$ cat src/rtl/core/vfe_pkg.sv
package vfe_pkg;

  localparam int NumDirs      = 6;
  localparam int VertsPerFace = 6;

  // one input word: a voxel cell
  typedef struct packed {
    logic [5:0] local_x;
    logic [5:0] local_y;
    logic [7:0] local_z;
    logic [7:0] material;
    logic [5:0] face_mask;
  } vfe_in_t;

  // one output word: a vertex
  typedef struct packed {
    logic [19:0] vertex_word;
    logic [10:0] face_word;
    logic        last;
  } vfe_out_t;

  typedef enum logic [0:0] {
    ST_IDLE,
    ST_RUN
  } vfe_state_t;

  // sequencer -> vertex unit
  typedef struct packed {
    logic       emit;
    logic [2:0] dir;
    logic [2:0] vert;
    logic       last;
  } vfe_ctl_t;

  // corner offsets {cx, cy, cz}, two triangles per face
  localparam logic [2:0] CORNER_TAB [NumDirs][VertsPerFace] = '{
    '{3'b100, 3'b110, 3'b111, 3'b100, 3'b111, 3'b101},  // +X
    '{3'b010, 3'b000, 3'b001, 3'b010, 3'b001, 3'b011},  // -X
    '{3'b110, 3'b010, 3'b011, 3'b110, 3'b011, 3'b111},  // +Y
    '{3'b000, 3'b100, 3'b101, 3'b000, 3'b101, 3'b001},  // -Y
    '{3'b001, 3'b101, 3'b111, 3'b001, 3'b111, 3'b011},  // +Z
    '{3'b010, 3'b110, 3'b100, 3'b010, 3'b100, 3'b000}   // -Z
  };

  function automatic logic [2:0] corner(input logic [2:0] dir, input logic [2:0] vert);
    corner = CORNER_TAB[dir][vert];
  endfunction

endpackage

$ cat src/rtl/core/vfe_seq.sv
module vfe_seq (
  input  logic              clk,
  input  logic              rst_n,
  input  logic              in_valid,
  output logic              in_ready,
  input  logic [7:0]        material,
  input  logic [5:0]        face_mask,
  input  logic              slot_free,
  output vfe_pkg::vfe_ctl_t ctl
);

  localparam logic [2:0] LastVert = 3'(vfe_pkg::VertsPerFace - 1);

  vfe_pkg::vfe_state_t state_r, state_nxt;
  logic [5:0] pend_r, pend_nxt;
  logic [2:0] dir_r, dir_nxt;
  logic [2:0] vert_r, vert_nxt;

  logic       accept;
  logic       start;
  logic       face_on;
  logic       face_done;
  logic [5:0] dir_hot;
  logic [5:0] remain;

  assign in_ready  = (state_r == vfe_pkg::ST_IDLE);
  assign accept    = in_valid && in_ready;
  assign start     = accept && (material != 8'd0) && (face_mask != 6'd0);
  assign face_on   = pend_r[dir_r];
  assign dir_hot   = 6'd1 << dir_r;
  assign remain    = pend_r & ~dir_hot;
  assign face_done = face_on && slot_free && (vert_r == LastVert);

  // next state
  always_comb begin
    state_nxt = state_r;
    unique case (state_r)
      vfe_pkg::ST_IDLE: begin
        if (start) state_nxt = vfe_pkg::ST_RUN;
      end
      vfe_pkg::ST_RUN: begin
        if (face_done && remain == 6'd0) state_nxt = vfe_pkg::ST_IDLE;
      end
      default: state_nxt = vfe_pkg::ST_IDLE;
    endcase
  end

  // counters and control to the vertex unit
  always_comb begin
    pend_nxt = pend_r;
    dir_nxt  = dir_r;
    vert_nxt = vert_r;
    ctl      = '0;
    unique case (state_r)
      vfe_pkg::ST_IDLE: begin
        if (start) begin
          pend_nxt = face_mask;
          dir_nxt  = 3'd0;
          vert_nxt = 3'd0;
        end
      end
      vfe_pkg::ST_RUN: begin
        if (!face_on) begin
          dir_nxt = dir_r + 3'd1;  // skip hidden face
        end else if (slot_free) begin
          ctl.emit = 1'b1;
          ctl.dir  = dir_r;
          ctl.vert = vert_r;
          ctl.last = (vert_r == LastVert) && (remain == 6'd0);
          if (vert_r == LastVert) begin
            vert_nxt = 3'd0;
            pend_nxt = remain;
            dir_nxt  = dir_r + 3'd1;
          end else begin
            vert_nxt = vert_r + 3'd1;
          end
        end
      end
      default: ;
    endcase
  end

  always_ff @(posedge clk) begin
    if (!rst_n) begin
      state_r <= vfe_pkg::ST_IDLE;
      pend_r  <= '0;
      dir_r   <= '0;
      vert_r  <= '0;
    end else begin
      state_r <= state_nxt;
      pend_r  <= pend_nxt;
      dir_r   <= dir_nxt;
      vert_r  <= vert_nxt;
    end
  end

endmodule

$ cat src/rtl/core/vfe_vtx.sv
module vfe_vtx (
  input  logic              clk,
  input  logic              rst_n,
  input  logic              load,
  input  vfe_pkg::vfe_in_t  item,
  input  vfe_pkg::vfe_ctl_t ctl,
  output logic              slot_free,
  output logic              out_valid,
  input  logic              out_ready,
  output vfe_pkg::vfe_out_t out_data
);

  vfe_pkg::vfe_in_t  item_r;
  vfe_pkg::vfe_out_t out_r, out_nxt;
  logic              out_valid_r, out_valid_nxt;
  logic [2:0]        cnr;

  assign slot_free = !out_valid_r || out_ready;
  assign cnr       = vfe_pkg::corner(ctl.dir, ctl.vert);

  // shared corner adder: one vertex per cycle while the output slot is free
  always_comb begin
    out_nxt       = out_r;
    out_valid_nxt = out_valid_r && !out_ready;
    if (ctl.emit) begin
      out_nxt.vertex_word = {item_r.local_z + 8'(cnr[0]),
                             item_r.local_y + 6'(cnr[1]),
                             item_r.local_x + 6'(cnr[2])};
      out_nxt.face_word   = {ctl.dir, item_r.material};
      out_nxt.last        = ctl.last;
      out_valid_nxt       = 1'b1;
    end
  end

  always_ff @(posedge clk) begin
    if (!rst_n) begin
      out_valid_r <= 1'b0;
    end else begin
      out_valid_r <= out_valid_nxt;
    end
  end

  always_ff @(posedge clk) begin
    out_r <= out_nxt;
    if (load) item_r <= item;
  end

  assign out_valid = out_valid_r;
  assign out_data  = out_r;

endmodule

$ cat src/rtl/core/voxel_face_vertex_emitter.sv
// Voxel face vertex emitter.
// Input channel in_valid/in_ready/in_data: one word per voxel cell (coords,
// block type, visible-face mask). Output channel out_valid/out_ready/out_data:
// one word per vertex, six per visible face, faces in order +X -X +Y -Y +Z -Z;
// the final vertex of a cell has last set.
// An empty cell (block type 0) or a zero mask produces nothing and the block
// stays ready for the next word.
// in_ready is high only while the sequencer is idle: one cell at a time.
// The first vertex is registered in the output register and shows on out_valid
// after the input word is taken, once the sequencer has stepped past each
// hidden direction before the first visible one. Vertices then leave one per
// cycle from the shared corner adder while the receiver takes them, with a gap
// for each hidden direction below the highest visible one.
// A stalled receiver holds the output register; the sequencer waits on it and
// loses nothing.
// Reset (rst_n low, synchronous) returns the sequencer to idle and drops
// out_valid; the block keeps no state across cells.
module voxel_face_vertex_emitter (
  input  logic              clk,
  input  logic              rst_n,
  input  logic              in_valid,
  output logic              in_ready,
  input  vfe_pkg::vfe_in_t  in_data,
  output logic              out_valid,
  input  logic              out_ready,
  output vfe_pkg::vfe_out_t out_data
);

  vfe_pkg::vfe_ctl_t ctl;
  logic              slot_free;
  logic              load;

  // capture the cell on every accepted word; empty cells just don't start
  assign load = in_valid && in_ready;

  vfe_seq u_seq (
    .clk        (clk),
    .rst_n      (rst_n),
    .in_valid   (in_valid),
    .in_ready   (in_ready),
    .material   (in_data.material),
    .face_mask  (in_data.face_mask),
    .slot_free  (slot_free),
    .ctl        (ctl)
  );

  vfe_vtx u_vtx (
    .clk       (clk),
    .rst_n     (rst_n),
    .load      (load),
    .item      (in_data),
    .ctl       (ctl),
    .slot_free (slot_free),
    .out_valid (out_valid),
    .out_ready (out_ready),
    .out_data  (out_data)
  );

endmodule

$ cat config.mk
export PLATFORM = sky130hd
export DESIGN_NAME = voxel_face_vertex_emitter
export DESIGN_NICKNAME = d
export VERILOG_FILES = /design/src/rtl/core/vfe_pkg.sv /design/src/rtl/core/vfe_seq.sv /design/src/rtl/core/vfe_vtx.sv /design/src/rtl/core/voxel_face_vertex_emitter.sv
export SDC_FILE = /design/constraint.sdc
export NUM_CORES = 1
export LEC_CHECK = 0
export ABC_AREA = 1
export BUFFER_PORTS_ARGS = -buffer_cell sky130_fd_sc_hd__buf_2
export CORE_AREA = 2 2 91 93
export CTS_CLUSTER_DIAMETER = 80
export DETAILED_ROUTE_END_ITERATION = 10
export DIE_AREA = 0 0 93 95
export GPL_ROUTABILITY_DRIVEN = 0
export GPL_TIMING_DRIVEN = 0
export PLACE_DENSITY = 0.68
export SYNTH_ARGS = -nofsm -noshare
export SYNTH_HDL_FRONTEND = slang
export SYNTH_SLANG_ARGS = --single-unit
export TNS_END_PERCENT = 100
$ cat constraint.sdc
create_clock -name clk -period 2.63 [get_ports clk]
set_input_delay 0.1315 -clock clk [delete_from_list [all_inputs] [get_ports clk]]
set_output_delay 0.1315 -clock clk [all_outputs]
set_load 0.01 [all_outputs]
## After elaboration in Yosys (flattened, before gate mapping)

Memory sizes are Yosys's and may differ from the RTL's.
Cells that the tools add are included.

| operators by class | value |
|---|---|
| reduce and logical (&&, ||, !) cells | 18 |
| bitwise operators | 5 |
| shifts and indexed selects | 1 |
| multiplexer cells | 28 |
| equal/unequal tests | 7 |
| add/subtract/negate cells | 5 |
| $lt $le $gt $ge | 3 |

Operators by type and width:

| cell | number |
|---|---|
| 18-bit two-way mux | 2 |
| 3-bit two-way mux | 9 |
| 6-bit two-way mux | 4 |
| 8-bit two-way mux | 3 |
| 6-bit by 1-bit adder with 6-bit output | 2 |
| 3-bit one-hot mux with 2 select lines | 2 |
| 6-bit one-hot mux with 2 select lines | 1 |
| 3-bit binary-select mux with 3-bit select | 1 |
| 3-bit AND reduction | 3 |
| 8-bit by 1-bit adder with 8-bit output | 1 |
| 4-bit greater-or-equal comparator, second input constant | 2 |
| 1-bit logical AND | 8 |
| 3-bit inverter with 4-bit output | 2 |
| 8-bit nonzero test | 1 |
| 3-bit by 1-bit adder with 3-bit output, second input constant | 2 |
| 6-bit AND | 1 |
| 6-bit logical NOT | 1 |
| 2-bit inequality test, second input constant | 3 |
| 6-bit inverter | 1 |
| 6-bit nonzero test | 1 |
| 1-bit by 3-bit << shifter with 6-bit output, first input constant | 1 |
| 3-bit by 4-bit < comparator with 1-bit output, second input constant | 1 |
| 1-bit two-way mux | 4 |
| 4-bit AND reduction | 1 |
| other kinds (9) | 10 |

| word-level totals | value |
|---|---|
| ROM bits | 144 |
| memories | 1 |
| logic and storage cells | 80 |
| input bits | 38 |
| output and inout port bits | 34 |
| flip-flop bits (word level) | 74 |

Memories:

| name | depth | bits a word | rd ports | clocked after Yosys merged registers in | wr ports | line | source |
|---|---|---|---|---|---|---|---|
| (name not given) | 8 | 18 | 1 | 0 | 0 | vfe_pkg.sv:46 | `corner = CORNER_TAB[dir][vert];` |

## Depth between registers and ports, before layout

Gate-level depths: netlist (run 1).

| logic depth | value |
|---|---|
| word-level depth | 16 |
| gate-level depth with buffers | 18 |
| mapped depth without buffers | 18 |

## By module

A second synthesis (run 1) with hierarchy kept.

| second synthesis, totals | value |
|---|---|
| cells, all modules | 309 |
| area, all modules | 3353.2 um^2 |

Modules (own cells, without submodules):

| module | times used | area each (um^2) | cells an instance |
|---|---|---|---|
| vfe_vtx | 1 | 2347.3 | 143 |
| vfe_seq | 1 | 998.5 | 164 |
| voxel_face_vertex_emitter | 1 | 7.5 | 2 |

## Worst setup path after synthesis (run 1)

No wires, ideal clock.

| path | value |
|---|---|
| path kind | reg2reg |
| start | register u_seq.dir_r[0] |
| end | register u_vtx.out_r, in the netlist u_vtx.out_data[22] (data pin) |
| slack | 136 ps |
| clock period less this slack | 2494 ps |
| data required time | 2372 ps |
| stages on the path, launching flop included | 19 |
| arrival time | 2236 ps |
| cells stage by stage | dfxtp_1 > inv_2 > nand2_2 > nand2_4 > nand3_4 > nand2_8 > nand3_4 > ha_1 > inv_1 > nand4_1 > nand2_1 > clkinv_1 > a21oi_1 > nand2_1 > nand2_1 > ha_1 > ha_1 > nand3_1 > xor2_1 |

| on the way | value |
|---|---|
| word-level cells in the longest chain between the ends | 12 |
| elaborated cells between the ends (all ways) | 14 |
| classes of those cells | 1 x add/sub; 10 x mux; 2 x bitwise; 1 x memory |

Ends and longest elaborated chain:

| item | line | source |
|---|---|---|
| start: declaration | vfe_seq.sv:16 | `logic [2:0] dir_r, dir_nxt;` |
| start signal: assignment | vfe_seq.sv:92 | `dir_r <= dir_nxt;` |
| 1-bit binary-select mux with 3-bit select | vfe_seq.sv:29 | `assign face_on = pend_r[dir_r];` |
| 1-bit two-way mux (implied by the code) | vfe_seq.sv:29 |  |
| 8-bit two-way mux * | vfe_seq.sv:63 | `if (!face_on) begin` |
| 8-bit two-way mux * | vfe_seq.sv:54 | `unique case (state_r)` |
| 3-bit inverter with 4-bit output (implied by the code) | vfe_pkg.sv:46 |  |
| memory read 8 x 18 bit | n/a |  |
| 18-bit two-way mux (implied by the code) (2 in series) | vfe_pkg.sv:46 |  |
| 3-bit binary-select mux with 3-bit select * | vfe_pkg.sv:46 |  |
| 3-bit two-way mux (implied by the code) * (2 in series) | vfe_pkg.sv:46 |  |
| 6-bit by 1-bit adder with 6-bit output * | vfe_vtx.sv:27 | `item_r.local_y + 6'(cnr[1]),` |
| end signal: assignment | vfe_vtx.sv:44 | `out_r <= out_nxt;` |
| end: declaration | vfe_vtx.sv:14 | `vfe_pkg::vfe_out_t out_r, out_nxt;` |

Mark *: on every way between the ends. The rest lies on a longest branch, timed or not. The select of a mux whose other input is x is not followed.
A chain may end at the register's enable or synchronous reset.

## Final worst setup path (run 1)

Ends and elaborated chain as after synthesis.

==> results of run 1 <==
==> power breakdown <==
part	internal [µW]	switching [µW]	total, µW
registers	1340	42.7	1390
clock network	625	396	1020
logic	142	194	336
total	2110	633	2740
==> per-layer routing <==
layer  share of wire  global-route usage
met5               0                   0
met4           0.015              0.0711
met3           0.046              0.0391
met2            0.51               0.289
met1            0.43               0.189
==> worst min-delay path, stage by stage <==
cell,delay (ns)
buf_2,0.16
o21ai_0,0.09
nor2_1,0.04
==> area by class of cell <==
cell class,instances,share of cell area
clock inverter,5,0.0227
sequential,74,0.457
timing repair buffer,107,0.152
multi-input combinational,190,0.281
buffer,3,0.00355
clock buffer,10,0.0279
inverter,32,0.0273
tap,105,0.0287
==> cells in the mapped netlist, drive strengths merged <==
library cell	number	area, µm²
nand3b	1	7.51
nor2	34	145
nor3	3	20.0
buf	2	12.5
a31oi	1	6.26
clkinv	1	3.75
clkbuf	1	3.75
nand2	57	258
xor2	10	87.6
edfxtp	60	1800
nand4	9	62.6
a21oi	10	53.8
or2	1	6.26
dfxtp	14	280
nand3	22	205
o21ai	23	119
ha	14	175
inv	31	116
xnor2	5	43.8
==> layout by cell type, fill, tap and decap left out, types with 3 or more instances in the layout <==
| cell type | synthesis | layout |
|---|---|---|
| buf_2 | 1 | 72 |
| edfxtp_1 | 60 | 60 |
| nand2_1 | 47 | 45 |
| nor2_1 | 29 | 28 |
| dlygate4sd3_1 | 0 | 28 |
| inv_1 | 25 | 24 |
| o21ai_1 | 11 | 11 |
| o21ai_0 | 11 | 11 |
| dfxtp_1 | 14 | 11 |
| nand2_2 | 8 | 10 |
| nand3_1 | 12 | 10 |
| xor2_1 | 10 | 10 |
| buf_4 | 1 | 9 |
| ha_1 | 14 | 9 |
| clkbuf_8 | 0 | 9 |
| nand4_1 | 8 | 8 |
| a21oi_1 | 9 | 8 |
| nand3_4 | 6 | 7 |
| inv_2 | 6 | 6 |
| nand3_2 | 4 | 5 |
| xnor2_1 | 5 | 5 |
| nor2_2 | 4 | 4 |
| ha_4 | 0 | 4 |
| bufinv_16 | 0 | 3 |
==> through the flow <==
stage                      util  total power, µW  hold slack, ns
after global routing      0.577             2860           0.125
final                     0.577             2740           0.118
after floorplan               -             1590           0.230
after detailed placement  0.491             1690           0.310
after global placement    0.491             1680           0.308
after CTS                 0.563             2760           0.106
==> cell families after synthesis <==
logic type	synth area share
buffers and inverters	0.0400
DFF	0.611
adders and majority gates	0.0514
xor gates and xnor gates	0.0385
and+or+nand+nor	0.207
AOI/OAI and AO/OA	0.0525
==> worst paths after layout <==
kind	to	slack [ns]
worst max register to register	u_vtx.out_data[22]	0.12
worst min-delay path	u_seq.pend_r[3]	0.12
worst min register to register	u_vtx.out_data[1]	0.42
worst max-delay path	u_vtx.out_data[22]	0.12
==> registers in the layout, indices dropped and copies added (netlist names) <==
signal	count
u_seq.dir_r	3
u_seq.pend_r	6
u_seq.state_r	1
u_seq.vert_r	3
u_vtx.item_r	28
u_vtx.out_data	32
u_vtx.out_valid	1
==> what timing repair did <==
item                                   CTS  global route
pin swaps                                2             9
endpoints found under the hold margin   28             0
setup buffers                            5             3
hold buffers                            28             0
resized for setup                        8            18
setup endpoints to repair               12             7
==> results.json, run 1 <==
{
  "outcome": "complete, no violations",
  "drt-initial-drc-count": 127,
  "ant_nets": 0,
  "routed_wl_um": 7010,
  "final_max_slew_viol_count": 0,
  "hold_path_class": "in -> reg",
  "area_growth_pct": 34.3,
  "drc": 0,
  "register_area_um2": 2090,
  "rsz0062_at_grt": "yes",
  "final_cells": 526,
  "final_hold_viol_count": 0,
  "leakagePower_uw": 0.00185,
  "dr.pass1.iters": 4,
  "grt_use_total": 0.163,
  "setup_viol": 0,
  "via_count": 2509,
  "fin_nets": 469,
  "crit_buf_inv": 3,
  "ios": 72,
  "synthCells": 299,
  "cts_tree": "built",
  "critPathKind": "reg -> reg",
  "ys_seq_area_frac": 0.611,
  "wl_per_cell_um": 13.3,
  "worst-r2r-cell-count": 18,
  "cp_max_fo": 7,
  "die_h_um": 95,
  "critPathSlowestCell": "dfxtp_4",
  "start_kind": "flip-flop",
  "final_cell_area_um2": 4580,
  "path_cells": "inv_6, nand2_1, nand3_2, nand3_4, nand2_8, nand3_4, ha_4, inv_1, nand4_1, nand2_1, clkinv_1, a21oi_2, nand2_1, nand2_2, ha_4, ha_4, nand3_1, xor2_1",
  "via_per_inst": 4.77,
  "clock_latency_ns": 0.34,
  "fin_skew_ns": 0.00987,
  "required_ns": 2.73,
  "worstHoldPathCells": 3,
  "fin_crit_sh": 0.953,
  "overflow": 0,
  "yosys.cell_types.count": 33,
  "rows": 33,
  "grt_pass1_wl_um": 10900,
  "final.setup.worst_slack_ns": 0.123,
  "clk_pin_slew_worst_paths_ns": 0.08,
  "tightest_slew_ns": 1.23,
  "critPathLaunch": "u_seq.dir_r[0]",
  "netlist_area_um2": 3410,
  "start_util": 0.430,
  "die_w_um": 93,
  "maxCapViolCount": 0,
  "cts_buffer_depth": 2,
  "numCtsBuffers": 9,
  "dp_slack_ns": -0.225,
  "clockRootBuffer": "clkbuf_8",
  "drive_above_1_share": 0.347,
  "fillers": 673,
  "htreeDepth": 3,
  "die-area_um2": 8840,
  "grt_antenna_before_repair": 0,
  "r2r_start": "u_seq.dir_r[0]",
  "ys_seq_elements": 74,
  "end_kind": "flip-flop",
  "port_buffers": 71,
  "cp.depth": 18,
  "ys_warn_count": 0,
  "powerDensity_nw_per_um2": 600,
  "critPathArrivalTime_ns": 2.61,
  "num_antenna_cells": 0,
  "critPathMaxStageDelay_ns": 0.38,
  "dpl_cell_area_um2": 3890,
  "syn-num-nets": 351,
  "timing.final.crit_period_ns": 2.51,
  "tns_ns": 0,
  "slew_headroom": 0.178,
  "grt_pass1_vias": 2457,
  "hpwl_um": 4680,
  "grt_max_degree": 33,
  "ir_drop_uv": 266,
  "min-delay-start": "rst_n",
  "max_freq_mhz": 399,
  "synth.avg_cell_area_um2": 11.4,
  "crit_family": "simple AND/OR/NAND/NOR gates",
  "cts_sinks": 74,
  "dp.cells": 475,
  "multiInputGateArea_um2": 1290,
  "coreArea_um2": 7930
}
Power figures use the tool's default switching activity.
==> inputs of run 2 (changes only) <==
- GPL_TIMING_DRIVEN: 0 -> unset
==> results.json, run 2 (synthesis gave the netlist of run 1 again) <==
{
  "area_growth_pct": 34.2,
  "p_int_uw": 2030,
  "routed-wl-met2_um": 3300,
  "cts_buffer_depth": 2,
  "final.setup.worst_slack_ns": 0.210,
  "setup_viol": 0,
  "clock_latency_ns": 0.34,
  "rows": 33,
  "grt_antenna_before_repair": 0,
  "sw_frac_of_total": 0.245,
  "p_comb_frac": 0.129,
  "timing.final.crit_period_ns": 2.42,
  "drive_above_1_share": 0.349,
  "critPathArrivalTime_ns": 2.51,
  "ant_nets": 0,
  "dp_slack_ns": 0.00375,
  "powerDensity_nw_per_um2": 589,
  "final_cell_mix": "buf_2 (71), edfxtp_1 (60), nand2_1 (46)",
  "met1Wirelength_um": 3060,
  "tightest_slew_ns": 0.399,
  "highest_layer": "met4",
  "start_kind": "flip-flop",
  "slew_headroom": 0.734,
  "start_util": 0.430,
  "overflow": 0,
  "clock_power_share": 0.357,
  "hpwl_um": 4880,
  "grt_pass1_vias": 2473,
  "drt-initial-drc-count": 78,
  "die_h_um": 95,
  "ir_drop_uv": 257,
  "hold_ws_ns": 0.126,
  "grt_max_degree": 32,
  "numCtsBuffers": 9,
  "tns_ns": 0,
  "layout_commonest_cell": "buf_2",
  "leakagePower_uw": 0.00187,
  "required_ns": 2.72,
  "outcome": "complete, no violations",
  "htreeDepth": 3,
  "cp_max_fo": 5,
  "die_w_um": 93,
  "final_max_slew_viol_count": 0,
  "fillers": 666,
  "via_per_inst": 4.73,
  "fin_util": 0.577,
  "switchingPower_uw": 659,
  "final_hold_viol_count": 0,
  "maxCapViolCount": 0,
  "num_antenna_cells": 0,
  "dpl_cell_area_um2": 4000,
  "p_seq_frac": 0.514,
  "wl_per_cell_um": 12.8,
  "drc": 0,
  "met3WireLength_um": 395,
  "max_freq_mhz": 413,
  "largest_register_ffs": 32,
  "port_buffers": 71,
  "via_count": 2531,
  "routed_wl_um": 6850,
  "fin_nets": 477,
  "fin_skew_ns": 0.0149,
  "hold_path_class": "in -> reg",
  "ios": 72,
  "grt_use_total": 0.164,
  "cts_sinks": 74,
  "dr.pass1.iters": 4,
  "clk_pin_slew_worst_paths_ns": 0.08,
  "critPathKind": "reg -> reg",
  "clockRootBuffer": "clkbuf_8",
  "die-area_um2": 8840,
  "final_cell_area_um2": 4570,
  "end_kind": "flip-flop",
  "coreArea_um2": 7930,
  "cts_tree": "built",
  "grt_pass1_wl_um": 11000,
  "fin_crit_sh": 0.920
}
run 2: cell types whose count changed in the layout (fill, tap and decap cells not counted), sizes merged:
cell,before,now
buf,81,90
bufinv,3,2
clkbuf,11,10
clkinvlp,0,1
inv,31,32
run 2: per-stage QoR:
stage,instances,power [µW]
finish,535,2690
floorplan,299,1590
CTS,532,2700
global route,535,2820
global placement,488,1700
detailed placement,488,1710
run 2: area by class of cell:
type | instances | area [µm²] | area share
clock buffer | 10 | 128 | 0.0279
clock inverter | 6 | 90.1 | 0.0197
inverter | 32 | 125 | 0.0274
multi-input combinational | 190 | 1230 | 0.269
sequential | 74 | 2090 | 0.457
tap | 105 | 131 | 0.0287
timing repair buffer | 118 | 778 | 0.170
run 2: path summary, 6_finish.rpt:
check	from	endpoint	slack (ns)	depth (start not counted)
max reg2reg	u_seq.dir_r[0]	u_vtx.out_data[23]	0.21	18
max	u_seq.dir_r[0]	u_vtx.out_data[23]	0.21	18
min reg2reg	u_vtx.item_r[10]	u_vtx.out_data[5]	0.42	0
min	rst_n	u_seq.pend_r[5]	0.13	3
run 2: power by group through the flow:
stage                     combinational, µW  clock, µW  sequential, µW
after floorplan                         180          0            1410
after global placement                  292          0            1410
after detailed placement                298          0            1410
after CTS                               331        991            1380
after global routing                    386       1040            1390
final                                   346        962            1380
run 2: metal layers:
metal	global-route usage	up-vias
li1	-	1275
met2	0.278	72
met3	0.0463	6
met1	0.196	1178
met5	0	-
met4	0.0748	0
run 2: worst max-delay path, stage by stage (launching register included):
cell and delay, ns:
dfxtp_4 0.37, inv_4 0.07, nand2_2 0.06, nand2_4 0.07, nand4_1 0.09, nor2_2 0.14
inv_1 0.06, ha_1 0.26, inv_1 0.05, nand4_1 0.08, nand2_1 0.07, clkinv_1 0.07
a21oi_2 0.12, nand2_1 0.06, nand2_2 0.07, ha_4 0.14, nand3_1 0.12, nor3_2 0.15
xor2_1 0.09
run 2: timing repair:
action | CTS | global route
hold buffers | 28 | 0
setup endpoints to repair | 2 | 6
pin swaps | 0 | 2
resized for setup | 1 | 14
hold endpoints to repair | 28 | 0
setup buffers | 0 | 3
==> inputs of run 3 (changes only) <==
- CORE_AREA: 2 2 91 93 -> 2 2 102 104
- DIE_AREA: 0 0 93 95 -> 0 0 104 106
- PLACE_DENSITY: 0.68 -> unset
==> results.json, run 3 (synthesis gave the netlist of run 1 again) <==
{
  "cp_max_fo": 6,
  "die_h_um": 106,
  "grt_antenna_before_repair": 0,
  "setup_viol": 0,
  "cts_tree": "built",
  "ant_nets": 0,
  "numCtsBuffers": 9,
  "final_hold_viol_count": 0,
  "rsz0062_at_grt": "yes",
  "critPathKind": "reg -> reg",
  "cts_buffer_depth": 2,
  "maxCapViolCount": 0,
  "clock_power_share": 0.319,
  "ios": 72,
  "dr.pass1.iters": 4,
  "fin_skew_ns": 0.0131,
  "outcome": "complete, no violations",
  "via_count": 2497,
  "grt_pass1_wl_um": 11400,
  "layout_commonest_cell": "buf_2",
  "critPathArrivalTime_ns": 2.58,
  "wl_per_cell_um": 12.2,
  "tns_ns": 0,
  "area_growth_pct": 35.4,
  "via_per_inst": 4.40,
  "p_comb_frac": 0.137,
  "grt_max_degree": 29,
  "r2r_start": "u_seq.dir_r[0]",
  "cts_sinks": 74,
  "r2r_setup_slack_ns": 0.14,
  "whs_endpoint": "u_seq.pend_r[4]",
  "fin_nets": 478,
  "slew_headroom": 0.722,
  "drc": 0,
  "leakagePower_uw": 0.00187,
  "num_antenna_cells": 0,
  "tightest_slew_ns": 0.416,
  "r2r-end": "u_vtx.out_data[30]",
  "powerDensity_nw_per_um2": 552,
  "start_util": 0.341,
  "p_seq_frac": 0.544,
  "grt_pass1_vias": 2490,
  "routed_wl_um": 6940,
  "clock_latency_ns": 0.34,
  "final_cell_mix": "buf_2 (71), edfxtp_1 (60), nand2_1 (47)",
  "ir_drop_uv": 242,
  "clk_pin_slew_worst_paths_ns": 0.08,
  "rows": 37,
  "clockRootBuffer": "clkbuf_8",
  "die-area_um2": 11000,
  "final_cells": 567,
  "worst-r2r-cell-count": 17,
  "max_freq_mhz": 401,
  "timing.final.crit_period_ns": 2.49,
  "dp.cells": 516,
  "hold_path_class": "in -> reg",
  "switchingPower_uw": 621,
  "start_kind": "flip-flop",
  "worstHoldPathCells": 3,
  "die_w_um": 104,
  "grt_use_total": 0.133,
  "sw_frac_of_total": 0.244,
  "drt-initial-drc-count": 142,
  "htreeDepth": 3,
  "final.setup.worst_slack_ns": 0.136,
  "final_max_slew_viol_count": 0,
  "min-delay-start": "rst_n",
  "largest_register_ffs": 32,
  "port_buffers": 71,
  "coreArea_um2": 10000,
  "drive_above_1_share": 0.362,
  "hpwl_um": 4960,
  "required_ns": 2.72,
  "overflow": 0,
  "fin_crit_sh": 0.948,
  "dp_slack_ns": -0.0206,
  "p_int_uw": 1920,
  "fin_util": 0.461,
  "end_kind": "flip-flop"
}
[run 3: how the worst max path moves through the flow]
stage	depth (start not counted)	startpoint	slack, ns	to
after floorplan	18	u_seq.dir_r[0]	0.14	u_vtx.out_data[22]
after global placement	17	u_seq.dir_r[0]	0.08	u_vtx.out_data[22]
after detailed placement	17	u_seq.dir_r[0]	-0.02	u_vtx.out_data[23]
after CTS	18	u_seq.dir_r[0]	0.01	u_vtx.out_data[23]
after global routing	18	u_seq.dir_r[0]	-0.02	u_vtx.out_data[31]
final	17	u_seq.dir_r[0]	0.14	u_vtx.out_data[30]
[run 3: area by class of cell]
cell class | instances | area [µm²]
clock inverters | 7 | 60.1
repair buffers | 119 | 798
inverters | 32 | 123
flip-flops and latches | 74 | 2090
clock buffers | 9 | 124
well taps | 136 | 170
fillers | 913 | 5390
multi-input cells | 190 | 1250
[run 3: routing by layer]
| metal | vias to the layer above | part of all wire | global-route usage | wire [µm] |
|---|---|---|---|---|
| met2 | 70 | 0.52 | 0.237 | 3580 |
| met3 | 4 | 0.046 | 0.0380 | 317 |
| li1 | 1280 | - | - | - |
| met5 | - | 0 | 0 | 0 |
| met4 | 0 | 0.012 | 0.0589 | 82 |
| met1 | 1143 | 0.43 | 0.148 | 2970 |
[run 3: power groups by stage]
stage	registers, µW	clock network [µW]	logic [µW]
3_3_place_gp	1410	0	296
4_1_cts	1380	846	334
5_1_grt	1390	892	388
3_5_place_dp	1410	0	301
2_1_floorplan	1410	0	180
6_report	1380	812	348
[run 3: critical path, cell delays in order (launching register included)]
cell and delay, ns:
dfxtp_4 0.38, inv_4 0.08, nand2_2 0.06, nand2_4 0.07, nand4_1 0.11, nor2_2 0.18
buf_4 0.13, buf_4 0.12, ha_1 0.13, nand2_1 0.05, nand2_1 0.06, nand2_1 0.05
o21ai_2 0.06, ha_2 0.22, ha_4 0.14, nand3_2 0.08, nand3b_1 0.18, xnor2_1 0.13
[run 3: repair_timing]
item	4_1_cts	5_1_grt
pin swaps	0	5
endpoints found under the hold margin	28	0
resized for setup	1	18
hold buffers	28	0
setup endpoints to repair	2	6
buffers inserted	0	7
[run 3: metrics by stage]
stage                     total power, µW  cell area [µm²]  hold slack [ns]
after floorplan                      1590             3410            0.230
after global placement               1700             4030            0.310
after detailed placement             1710             4030            0.310
after CTS                            2560             4490           0.0961
after global routing                 2670             4610            0.110
final                                2540             4610            0.127
